===== config.mk =====
export PLATFORM = sky130hd
export DESIGN_NAME = lru_key_value_cache_core
export DESIGN_NICKNAME = d
export VERILOG_FILES = /design/src/lkvc_pkg.sv /design/src/lkvc_store.sv /design/src/lru_key_value_cache_core.sv
export SDC_FILE = /design/constraint.sdc
export NUM_CORES = 1
export LEC_CHECK = 0
export ABC_CLOCK_PERIOD_IN_PS = 5800
export BUFFER_PORTS_ARGS = -buffer_cell sky130_fd_sc_hd__buf_4
export CORE_MARGIN = 2
export CORE_UTILIZATION = 40
export CTS_BUF_LIST = sky130_fd_sc_hd__clkbuf_8
export DETAILED_ROUTE_END_ITERATION = 10
export PLACE_DENSITY = 0.55
export SLEW_MARGIN = 20
export SYNTH_ARGS = -nofsm -noshare
export SYNTH_HDL_FRONTEND = slang
export SYNTH_SLANG_ARGS = --single-unit

===== constraint.sdc =====
create_clock -name clk -period 5.8 [get_ports clk]
set_input_delay 0 -clock clk [delete_from_list [all_inputs] [get_ports clk]]
set_output_delay 0 -clock clk [all_outputs]
set_load 0.02 [all_outputs]

===== src/lkvc_pkg.sv =====
// Shared types and constants for the LRU key-value cache.
package lkvc_pkg;

    localparam int KEY_W   = 32;
    localparam int VALUE_W = 32;
    localparam int CAP_W   = 5;

    localparam logic [CAP_W-1:0] CAP_RESET = 5'd16;

    // One stored pair; the key sits in the low half.
    typedef struct packed {
        logic [VALUE_W-1:0] value;
        logic [KEY_W-1:0]   key;
    } entry_t;

    // Request sequencer states.
    typedef enum logic [1:0] {
        ST_IDLE,
        ST_SCAN,
        ST_DRAIN,
        ST_APPLY
    } state_t;

endpackage


===== src/lkvc_store.sv =====
// Key/value entry memory: one write port, one registered read port.
module lkvc_store #(
    parameter int DEPTH  = 16,
    parameter int ADDR_W = 4
) (
    input  logic                clk,
    input  logic                rd_en,
    input  logic [ADDR_W-1:0]   rd_addr,
    output lkvc_pkg::entry_t    rd_data,
    input  logic                wr_en,
    input  logic [ADDR_W-1:0]   wr_addr,
    input  lkvc_pkg::entry_t    wr_data
);

    lkvc_pkg::entry_t mem [DEPTH];

    always_ff @(posedge clk)
    begin
        if (wr_en)
        begin
            mem[wr_addr] <= wr_data;
        end
    end

    always_ff @(posedge clk)
    begin
        if (rd_en)
        begin
            rd_data <= mem[rd_addr];
        end
    end

endmodule


===== src/lru_key_value_cache_core.sv =====
// Top level of the LRU key-value cache: request sequencer, recency ranks and entry memory.
//
// Fully associative key/value store with least-recently-used replacement.
// Input channel s_axis: tuser carries the operation (0 get, 1 set), tdata carries
// the key in bits 31:0 and the value to store in bits 63:32. Output channel m_axis
// gives one transfer per request: tuser is the hit flag of a get (zero for every set),
// tdata the value read on a get hit (zero on a miss and for every set).
// cfg_we/cfg_wdata write the capacity register (entries in use before eviction).
// A zero capacity acts as one, a capacity above ENTRIES acts as ENTRIES.
// A request is handled in steps: it is accepted, every slot is streamed out of the
// entry memory through its single read port, the last compare is finished, and the
// entry, ranks and valid marks are written back.
// The next request is accepted as soon as the write-back is done, while the result
// still waits in the output register. If the receiver stalls, the block finishes
// the following request and then holds it in the write-back cycle until the output
// register is free.
// Reset clears all valid marks, ranks and the live count, and sets capacity to 16;
// the block is ready right after reset.
module lru_key_value_cache_core #(
    parameter int ENTRIES = 16
) (
    input  logic        clk,
    input  logic        rst_n,
    // configuration
    input  logic        cfg_we,
    input  logic [4:0]  cfg_wdata,      // capacity
    // request stream
    input  logic        s_axis_tvalid,
    output logic        s_axis_tready,
    input  logic [63:0] s_axis_tdata,   // [31:0] key, [63:32] value
    input  logic        s_axis_tuser,   // [0] mode
    // result stream
    output logic        m_axis_tvalid,
    input  logic        m_axis_tready,
    output logic [31:0] m_axis_tdata,   // [31:0] read_value
    output logic        m_axis_tuser    // [0] hit
);

    localparam int IDX_W = (ENTRIES > 1) ? $clog2(ENTRIES) : 1;
    localparam int CNT_W = $clog2(ENTRIES + 1);
    localparam int CMP_W = (CNT_W > lkvc_pkg::CAP_W) ? CNT_W : lkvc_pkg::CAP_W;
    localparam logic [IDX_W-1:0] LAST_IDX = IDX_W'(ENTRIES - 1);

    lkvc_pkg::state_t state_reg, state_next;

    logic [lkvc_pkg::CAP_W-1:0] capacity_reg;
    logic [CNT_W-1:0]           live_reg;
    logic [ENTRIES-1:0]         valid_reg;
    logic [IDX_W-1:0]           rank_reg [ENTRIES];

    // request
    logic                        mode_reg;
    logic [lkvc_pkg::KEY_W-1:0]   key_reg;
    logic [lkvc_pkg::VALUE_W-1:0] value_reg;

    // scan
    logic [IDX_W-1:0] scan_idx_reg;
    logic             cmp_vld_reg;
    logic [IDX_W-1:0] cmp_idx_reg;
    lkvc_pkg::entry_t rd_data;

    logic                         hit_found_reg;
    logic [IDX_W-1:0]             hit_slot_reg;
    logic [IDX_W-1:0]             hit_rank_reg;
    logic [lkvc_pkg::VALUE_W-1:0] hit_value_reg;
    logic                         old_found_reg;
    logic [IDX_W-1:0]             old_slot_reg;
    logic [IDX_W-1:0]             old_rank_reg;
    logic                         free_found_reg;
    logic [IDX_W-1:0]             free_slot_reg;

    // output register
    logic                         out_valid_reg;
    logic                         out_hit_reg;
    logic [lkvc_pkg::VALUE_W-1:0] out_value_reg;

    // sequencer outputs
    logic in_fire;
    logic rd_en;
    logic apply_go;

    // write-back decisions
    logic [CMP_W-1:0]             eff_cap;
    logic                         do_touch;
    logic                         touch_all;
    logic [IDX_W-1:0]             touch_thr;
    logic [IDX_W-1:0]             tgt_slot;
    logic                         mem_we;
    logic                         fill;
    logic                         res_hit;
    logic [lkvc_pkg::VALUE_W-1:0] res_value;

    // cmp stage
    logic             cmp_valid_entry;
    logic [IDX_W-1:0] cmp_rank;

    // ---------------------------------------------------------------- sequencer
    always_comb
    begin
        state_next = state_reg;
        unique case (state_reg)
            lkvc_pkg::ST_IDLE:
            begin
                if (s_axis_tvalid)
                begin
                    state_next = lkvc_pkg::ST_SCAN;
                end
            end
            lkvc_pkg::ST_SCAN:
            begin
                if (scan_idx_reg == LAST_IDX)
                begin
                    state_next = lkvc_pkg::ST_DRAIN;
                end
            end
            lkvc_pkg::ST_DRAIN:
            begin
                state_next = lkvc_pkg::ST_APPLY;
            end
            lkvc_pkg::ST_APPLY:
            begin
                if (!out_valid_reg || m_axis_tready)
                begin
                    state_next = lkvc_pkg::ST_IDLE;
                end
            end
            default:
            begin
                state_next = lkvc_pkg::ST_IDLE;
            end
        endcase
    end

    always_comb
    begin
        s_axis_tready = (state_reg == lkvc_pkg::ST_IDLE);
        rd_en         = (state_reg == lkvc_pkg::ST_SCAN);
        apply_go      = (state_reg == lkvc_pkg::ST_APPLY) && (!out_valid_reg || m_axis_tready);
    end

    assign in_fire = s_axis_tvalid && s_axis_tready;

    always_ff @(posedge clk or negedge rst_n)
    begin
        if (!rst_n)
        begin
            state_reg <= lkvc_pkg::ST_IDLE;
        end
        else
        begin
            state_reg <= state_next;
        end
    end

    // ---------------------------------------------------------------- config
    always_ff @(posedge clk or negedge rst_n)
    begin
        if (!rst_n)
        begin
            capacity_reg <= lkvc_pkg::CAP_RESET;
        end
        else if (cfg_we)
        begin
            capacity_reg <= cfg_wdata;
        end
    end

    always_comb
    begin
        eff_cap = CMP_W'(capacity_reg);
        if (capacity_reg == '0)
        begin
            eff_cap = CMP_W'(1);
        end
        else if (CMP_W'(capacity_reg) > CMP_W'(ENTRIES))
        begin
            eff_cap = CMP_W'(ENTRIES);
        end
    end

    // ---------------------------------------------------------------- request capture
    always_ff @(posedge clk)
    begin
        if (in_fire)
        begin
            mode_reg  <= s_axis_tuser;
            key_reg   <= s_axis_tdata[31:0];
            value_reg <= s_axis_tdata[63:32];
        end
    end

    // ---------------------------------------------------------------- scan
    always_ff @(posedge clk or negedge rst_n)
    begin
        if (!rst_n)
        begin
            scan_idx_reg <= '0;
            cmp_vld_reg  <= 1'b0;
            cmp_idx_reg  <= '0;
        end
        else
        begin
            cmp_vld_reg <= rd_en;
            cmp_idx_reg <= scan_idx_reg;
            if (in_fire)
            begin
                scan_idx_reg <= '0;
            end
            else if (rd_en)
            begin
                scan_idx_reg <= scan_idx_reg + IDX_W'(1);
            end
        end
    end

    lkvc_store #(
        .DEPTH  (ENTRIES),
        .ADDR_W (IDX_W)
    ) u_store (
        .clk     (clk),
        .rd_en   (rd_en),
        .rd_addr (scan_idx_reg),
        .rd_data (rd_data),
        .wr_en   (mem_we),
        .wr_addr (tgt_slot),
        .wr_data ({value_reg, key_reg})
    );

    assign cmp_valid_entry = valid_reg[cmp_idx_reg];
    assign cmp_rank        = rank_reg[cmp_idx_reg];

    always_ff @(posedge clk or negedge rst_n)
    begin
        if (!rst_n)
        begin
            hit_found_reg  <= 1'b0;
            old_found_reg  <= 1'b0;
            free_found_reg <= 1'b0;
        end
        else if (in_fire)
        begin
            hit_found_reg  <= 1'b0;
            old_found_reg  <= 1'b0;
            free_found_reg <= 1'b0;
        end
        else if (cmp_vld_reg)
        begin
            if (cmp_valid_entry && (rd_data.key == key_reg))
            begin
                hit_found_reg <= 1'b1;
            end
            if (cmp_valid_entry && (!old_found_reg || (cmp_rank > old_rank_reg)))
            begin
                old_found_reg <= 1'b1;
            end
            if (!cmp_valid_entry)
            begin
                free_found_reg <= 1'b1;
            end
        end
    end

    always_ff @(posedge clk)
    begin
        if (cmp_vld_reg)
        begin
            if (cmp_valid_entry && (rd_data.key == key_reg))
            begin
                hit_slot_reg  <= cmp_idx_reg;
                hit_rank_reg  <= cmp_rank;
                hit_value_reg <= rd_data.value;
            end
            if (cmp_valid_entry && (!old_found_reg || (cmp_rank > old_rank_reg)))
            begin
                old_slot_reg <= cmp_idx_reg;
                old_rank_reg <= cmp_rank;
            end
            // keep the lowest free slot
            if (!cmp_valid_entry && !free_found_reg)
            begin
                free_slot_reg <= cmp_idx_reg;
            end
        end
    end

    // ---------------------------------------------------------------- write-back
    always_comb
    begin
        do_touch  = 1'b0;
        touch_all = 1'b0;
        touch_thr = hit_rank_reg;
        tgt_slot  = hit_slot_reg;
        mem_we    = 1'b0;
        fill      = 1'b0;
        res_hit   = 1'b0;
        res_value = '0;
        if (!mode_reg)
        begin
            if (hit_found_reg)
            begin
                res_hit   = 1'b1;
                res_value = hit_value_reg;
                do_touch  = apply_go;
            end
        end
        else if (hit_found_reg)
        begin
            mem_we   = apply_go;
            do_touch = apply_go;
        end
        else if ((CMP_W'(live_reg) < eff_cap) && free_found_reg)
        begin
            // new entry: every live entry ages by one
            tgt_slot  = free_slot_reg;
            touch_all = 1'b1;
            mem_we    = apply_go;
            fill      = apply_go;
            do_touch  = apply_go;
        end
        else if (old_found_reg)
        begin
            tgt_slot  = old_slot_reg;
            touch_thr = old_rank_reg;
            mem_we    = apply_go;
            do_touch  = apply_go;
        end
    end

    always_ff @(posedge clk or negedge rst_n)
    begin
        if (!rst_n)
        begin
            valid_reg <= '0;
            live_reg  <= '0;
            for (int j = 0; j < ENTRIES; j++)
            begin
                rank_reg[j] <= '0;
            end
        end
        else
        begin
            if (fill)
            begin
                valid_reg[tgt_slot] <= 1'b1;
                live_reg            <= live_reg + CNT_W'(1);
            end
            if (do_touch)
            begin
                for (int j = 0; j < ENTRIES; j++)
                begin
                    if (IDX_W'(j) == tgt_slot)
                    begin
                        rank_reg[j] <= '0;
                    end
                    else if (valid_reg[j] && (touch_all || (rank_reg[j] < touch_thr)))
                    begin
                        rank_reg[j] <= rank_reg[j] + IDX_W'(1);
                    end
                end
            end
        end
    end

    // ---------------------------------------------------------------- output register
    always_ff @(posedge clk or negedge rst_n)
    begin
        if (!rst_n)
        begin
            out_valid_reg <= 1'b0;
        end
        else if (apply_go)
        begin
            out_valid_reg <= 1'b1;
        end
        else if (m_axis_tready)
        begin
            out_valid_reg <= 1'b0;
        end
    end

    always_ff @(posedge clk)
    begin
        if (apply_go)
        begin
            out_hit_reg   <= res_hit;
            out_value_reg <= res_value;
        end
    end

    assign m_axis_tvalid = out_valid_reg;
    assign m_axis_tuser  = out_hit_reg;
    assign m_axis_tdata  = out_value_reg;

endmodule


## Word-level counts from Yosys, hierarchy flattened

Memory sizes are Yosys's and may differ from the RTL's. A register that Yosys moved wholly into a read port is not among the register bits.
Cells that the tools add are included.

| word-level totals | value |
|---|---|
| bits in registers | 255 |
| bits in latches | 0 |
| RAM bits | 1024 |
| bits in read-only memories | 0 |
| input bits | 75 |
| output and inout bits | 35 |
| word-level logic and storage cells | 281 |
| memories | 1 |

Memories:

| name | words | width | read ports | clocked after memory_dff | wr ports | RTL line | RTL |
|---|---|---|---|---|---|---|---|
| u_store.mem | 16 | 64 | 1 | 1 | 1 | lkvc_store.sv:15 | `lkvc_pkg::entry_t mem [DEPTH];` |

| cells by class | value |
|---|---|
| add/sub/neg operators | 18 |
| multiply operators | 0 |
| divide/modulo/power cells | 0 |
| $lt $le $gt $ge | 23 |
| equality and inequality tests | 24 |
| shifts and indexed selects | 0 |
| multiplexer cells | 81 |
| bitwise gates (word level) | 3 |
| reductions and logical operators | 93 |

Operators with widths:

| cell | number |
|---|---|
| $mux W4 | 44 |
| $add A4 B1 Y4 const B | 17 |
| $lt A4 B4 Y1 | 16 |
| $reduce_and A2 Y1 | 22 |
| $reduce_bool A2 Y1 | 21 |
| $eq A32 B32 Y1 | 1 |
| $eq A4 B4 Y1 const A | 8 |
| $mux W1 | 28 |
| $logic_and A1 B1 Y1 | 23 |
| $logic_or A1 B1 Y1 | 18 |
| $bmux W4 S4 | 1 |
| $eq A3 B4 Y1 const A | 4 |
| $or A16 B16 Y16 | 1 |
| $lt A4 B5 Y1 const B | 2 |
| $mux W5 | 2 |
| $eq A2 B4 Y1 const A | 2 |
| $pmux W2 S4 | 1 |
| $mux W2 | 3 |
| $add A5 B1 Y5 const B | 1 |
| $ge A5 B5 Y1 const B | 1 |
| $gt A5 B5 Y1 const B | 1 |
| $logic_not A5 Y1 | 1 |
| $lt A5 B5 Y1 | 1 |
| $not A4 Y5 | 1 |
| other kinds (16) | 22 |

## Logic depth before layout (Yosys ltp)

| depth | value |
|---|---|
| depth after elaboration | 13 |
| gate-level depth with buffers | 17 |

## Hierarchy

A second synthesis with hierarchy kept.

| second synthesis, totals | value |
|---|---|
| cell total of the unflattened synthesis | 2604 |
| area, all modules | 52704.3 um^2 |

Modules (own cells, without submodules):

| module | times used | cells an instance | area each (um^2) |
|---|---|---|---|
| lkvc_store | 1 | 1647 | 40222.3 |
| lru_key_value_cache_core | 1 | 957 | 12482.0 |

## Worst setup path before layout

Ideal clock, no wire load.

| timing | value |
|---|---|
| kind | reg-to-reg |
| from | reg capacity_reg[4] (netlist bit) |
| to | mem u_store.mem[6][0] (netlist bit) (enable) |
| setup time | 0.487 ns |
| arrival | 5.093 ns |
| required time | 5.313 ns |
| path slack | 0.220 ns |
| stages on the path, launching flop included | 11 |
| period minus slack after synthesis | 5.580 ns |
| cell sequence | dfstp_2 > inv_1 > ha_1 > and3_1 > nor3_4 > o211a_4 > buf_4 > o211a_2 > buf_4 > nand4_2 > nor2_1 |

| between the ends | value |
|---|---|
| word-level cells in the longest chain between the ends | 10 |
| elaborated cells between the ends (all ways) | 14 |
| those cells by class | order compare (2); mux (10); reduce/logical (2) |

RTL lines:

| item | RTL line | RTL |
|---|---|---|
| start, declared | lru_key_value_cache_core.sv:46 | `logic [lkvc_pkg::CAP_W-1:0] capacity_reg;` |
| start signal, assigned | lru_key_value_cache_core.sv:160 | `capacity_reg <= lkvc_pkg::CAP_RESET;` |
| start signal, assigned | lru_key_value_cache_core.sv:164 | `capacity_reg <= cfg_wdata;` |
| $gt A5 B5 Y1 | lru_key_value_cache_core.sv:175 | `else if (CMP_W'(capacity_reg) > CMP_W'(ENTRIES))` |
| $mux W5 | lru_key_value_cache_core.sv:175 |  |
| $mux W5 (*) | lru_key_value_cache_core.sv:171 | `if (capacity_reg == '0)` |
| $lt A5 B5 Y1 (*) | lru_key_value_cache_core.sv:311 | `else if ((CMP_W'(live_reg) < eff_cap) && free_found_reg)` |
| $logic_and A1 B1 Y1 (*) | lru_key_value_cache_core.sv:311 |  |
| $mux W1 | lru_key_value_cache_core.sv:311 |  |
| $mux W1 | lru_key_value_cache_core.sv:306 | `else if (hit_found_reg)` |
| $mux W1 | lru_key_value_cache_core.sv:297 | `if (!mode_reg)` |
| $mux W1 | lkvc_store.sv:19 | `if (wr_en)` |
| $mux W1 (not written as such) | lkvc_store.sv:21 | `mem[wr_addr] <= wr_data;` |
| end, declared | lkvc_store.sv:15 |  |

Every way passes the cells marked *; elsewhere a longest branch is shown, timed or not.

## Worst setup path in the final report

| timing | value |
|---|---|
| from | reg capacity_reg[4] (netlist bit) |
| to | mem u_store.mem[1][8] (netlist bit) (enable) |

The elaborated chain is that of the path after synthesis.

==> flow_summary.toml <==
[hold_path]
hold_depth = 5
hp-class = "input port to register"
min_to = "state_reg[0]"
hp-start = "s_axis_tvalid"

[placement]
place_inst = 4371
gp_congestion = 0.8069
hpwl_um = 72310
io_buffers = 109

[cts]
post-cts-setup-buffers = 0
cts_tree = "built"
path_clk_slew_ns = 0.05
cts_buffers = 216
clockRootBuffer = "clkbuf_8"
cts_resized = 0
hold_buffers = 148
cts.sinks = 1343
clk_path_buf_depth = 3
insertion_delay_ns = 0.93
htree_levels = 4

[synthesis]
ys_seq_area_frac = 0.7480
synthFlopType = "edfxtp_1"
ys_seq_elements = 1343
synthXorXnorAreaFrac = 0.006419
postSynthAreaPerCell_um2 = 20.95
syn_inst = 2540
synth_top_cell_area_share = 0.6986
synth_common_cells = "edfxtp_1, mux4_2, dfrtp_1"
synth_simple_gate_area_frac = 0.03153
synth_fa_ha_area_frac = 0.01834
netlist_top_cells_area = "edfxtp_1, mux4_2, dfrtp_1, ha_1, nand3_1"
netlist_area_um2 = 53220
synth.distinct_cells = 65
synth_edf_count = 1238
yosys_warnings = 0
synth_top_family_by_area = "multiplexers"
synth.most_common_cell = "edfxtp_1"
synthArstFlopShare = 0.07818
synthesis.nets = 2693
synth_top_cell_by_area = "edfxtp_1"
synth-compound-area-share = 0.03564
synthMuxAreaShare = 0.1472

[grt]
grt_pass1_wl_um = 189500
grt_max_degree = 94
grt_overflow = 0
grt_pass1_vias = 28865
grt_antenna_before_repair = 9
grt_usage = 0.1883

[power_and_ir_drop]
sw_frac_of_total = 0.2925
power.leakage_uw = 0.02047
pwr-share-clk = 0.296
combPwrFrac = 0.215
p_per_area_nw_per_um2 = 412.7
ir_drop_uv = 246.7
p_int_uw = 18200
sequentialPowerShare = 0.489
switching_power_uw = 7525

[die]
fp.dieW_um = 368.7
die_h_um = 368.7
core_um2 = 131800
die_area_um2 = 136000
start_util = 0.4038
rows = 133
io_pins = 110

[drt]
drtIter0Drc = 2547
drt-total-wl_um = 127100
first_pass_iters = 7
vias = 27094
antenna_left = 0
detail_route.drc_violations = 0
drt-wirelength-per-cell_um = 25.86
via_per_inst = 5.514

[final_layout]
largest_reg_flops = 1024
fin_nets = 3135
drive_gt1_frac = 0.2772
instances_no_fill = 4914
nFillCells = 10967
area_delta_synth_final_pct = 17.13

[sta]
fin_crit_ns = 4.764
finalClockSkew_ns = 0.06023
setup_violations = 0
rsz0062_at_grt = "no"
slew_violations = 0
slew_headroom = 0.2805
worst_pin_slew_ns = 1.077
setup_tns_ns = 0
fin_crit_sh = 0.8214
hold_viol = 0
fmax_ghz = 0.2099

[setup_path]
reg2regPathDepth = 9
worst-r2r-setup-slack_ns = 1.04
worstSetupPathType = "register to register"
rr_endpoint = "u_store.mem[1][8]"
cp-end-kind = "register"
critical_path.startpoint_type = "register"
r2r-start = "capacity_reg[4]"
arrival_ns = 5.35
critical_path_required_ns = 6.38
critPathMaxFanout = 26

[run_status]
status = "finished, final reports clean"

[flow_run]
maxCapViolCount = 0
## layout make-up
type / count / area [um2] / area share
Antenna cell: 2 / 5.005 / 0.00008029
Clock buffer: 227 / 3124 / 0.05012
Clock inverter: 166 / 898.4 / 0.01441
Inverter: 60 / 225.2 / 0.003613
Multi-Input combinational cell: 1031 / 12890 / 0.2067
Sequential cell: 1343 / 39820 / 0.6388
Tap cell: 1755 / 2196 / 0.03523
Timing Repair Buffer: 330 / 3178 / 0.05099
## logic make-up after synthesis
logic type / count (synthesis)
adders and majority gates: 78
and+or+nand+nor: 317
buffers and inverters: 166
xor gates and xnor gates: 39
muxes: 351
AOI/OAI and AO/OA: 246
DFF: 1343
## per-stage QoR
step	utilization	hold slack, ns	area, um2	worst slack (ns)	power [uW]
2_1_floorplan	-	-0.2956	53220	0.2201	16390
3_3_place_gp	0.4310	0.06819	56810	1.130	18180
3_5_place_dp	0.4310	0.07207	56810	1.038	18340
4_1_cts	0.4729	0.1080	62330	1.061	26110
5_1_grt	0.4729	0.2063	62330	0.8359	26950
6_report	0.4729	0.1888	62330	1.036	25730
## critical path: stages, from the launching register on
cell     delay [ns]
dfstp_2        0.53
inv_1          0.08
ha_1           0.37
and3_1         0.24
nor3_4         0.31
o211a_4        0.51
o211a_1        0.60
nand4_1        0.46
nor2_4         0.92
buf_4          0.40
## power by group through the flow
stage,Combinational (uW),Sequential [uW],Clock (uW)
floorplan,4010,12400,0
global placement,5420,12800,0
detailed placement,5540,12800,0
CTS,5640,12600,7860
global route,5960,12700,8270
finish,5530,12600,7610
## metal layers
metal | up-vias | share of wire | track usage
li1 | 11591 | - | -
met1 | 14417 | 0.43 | 0.2590
met2 | 867 | 0.49 | 0.3071
met3 | 217 | 0.053 | 0.03456
met4 | 2 | 0.022 | 0.05612
met5 | - | 0.000094 | 0
## cells in the final DEF, fill, tap and decap left out, types with 7 or more instances in the layout
cell type / Yosys / layout
edfxtp_1: 1238 / 1238
nand3_1: 78 / 78
o221ai_1: 11 / 11
buf_4: 5 / 157
nor3_1: 17 / 16
a211oi_1: 14 / 14
and3_1: 7 / 7
nand2_1: 66 / 66
o211ai_1: 30 / 30
a21oi_1: 25 / 25
clkinv_1: 0 / 48
a32oi_1: 18 / 18
nor2_4: 0 / 17
buf_12: 0 / 25
inv_1: 59 / 131
nor4_1: 8 / 8
mux4_2: 345 / 345
o221a_2: 11 / 11
nand4b_1: 15 / 15
clkbuf_8: 0 / 227
dlygate4sd3_1: 0 / 147
o21ai_0: 48 / 48
clkinv_2: 0 / 28
o21ai_1: 9 / 9
a41oi_1: 7 / 7
a41oi_2: 8 / 8
nand4_1: 17 / 17
xor2_1: 34 / 34
o21bai_1: 15 / 15
ha_1: 78 / 77
o21a_1: 15 / 15
dfrtp_1: 104 / 100
nor2_1: 46 / 29
and2_1: 35 / 34
## worst max-delay path by stage
stage / from / end / depth (start not counted)
finish: capacity_reg[4] / u_store.mem[1][8] / 9
global route: capacity_reg[4] / u_store.mem[1][4] / 9
CTS: capacity_reg[4] / u_store.mem[1][8] / 9
detailed placement: capacity_reg[4] / u_store.mem[1][4] / 9
global placement: capacity_reg[4] / u_store.mem[1][2] / 9
floorplan: capacity_reg[4] / u_store.mem[6][0] / 10
No activity file was read; power rests on OpenSTA's default activity.
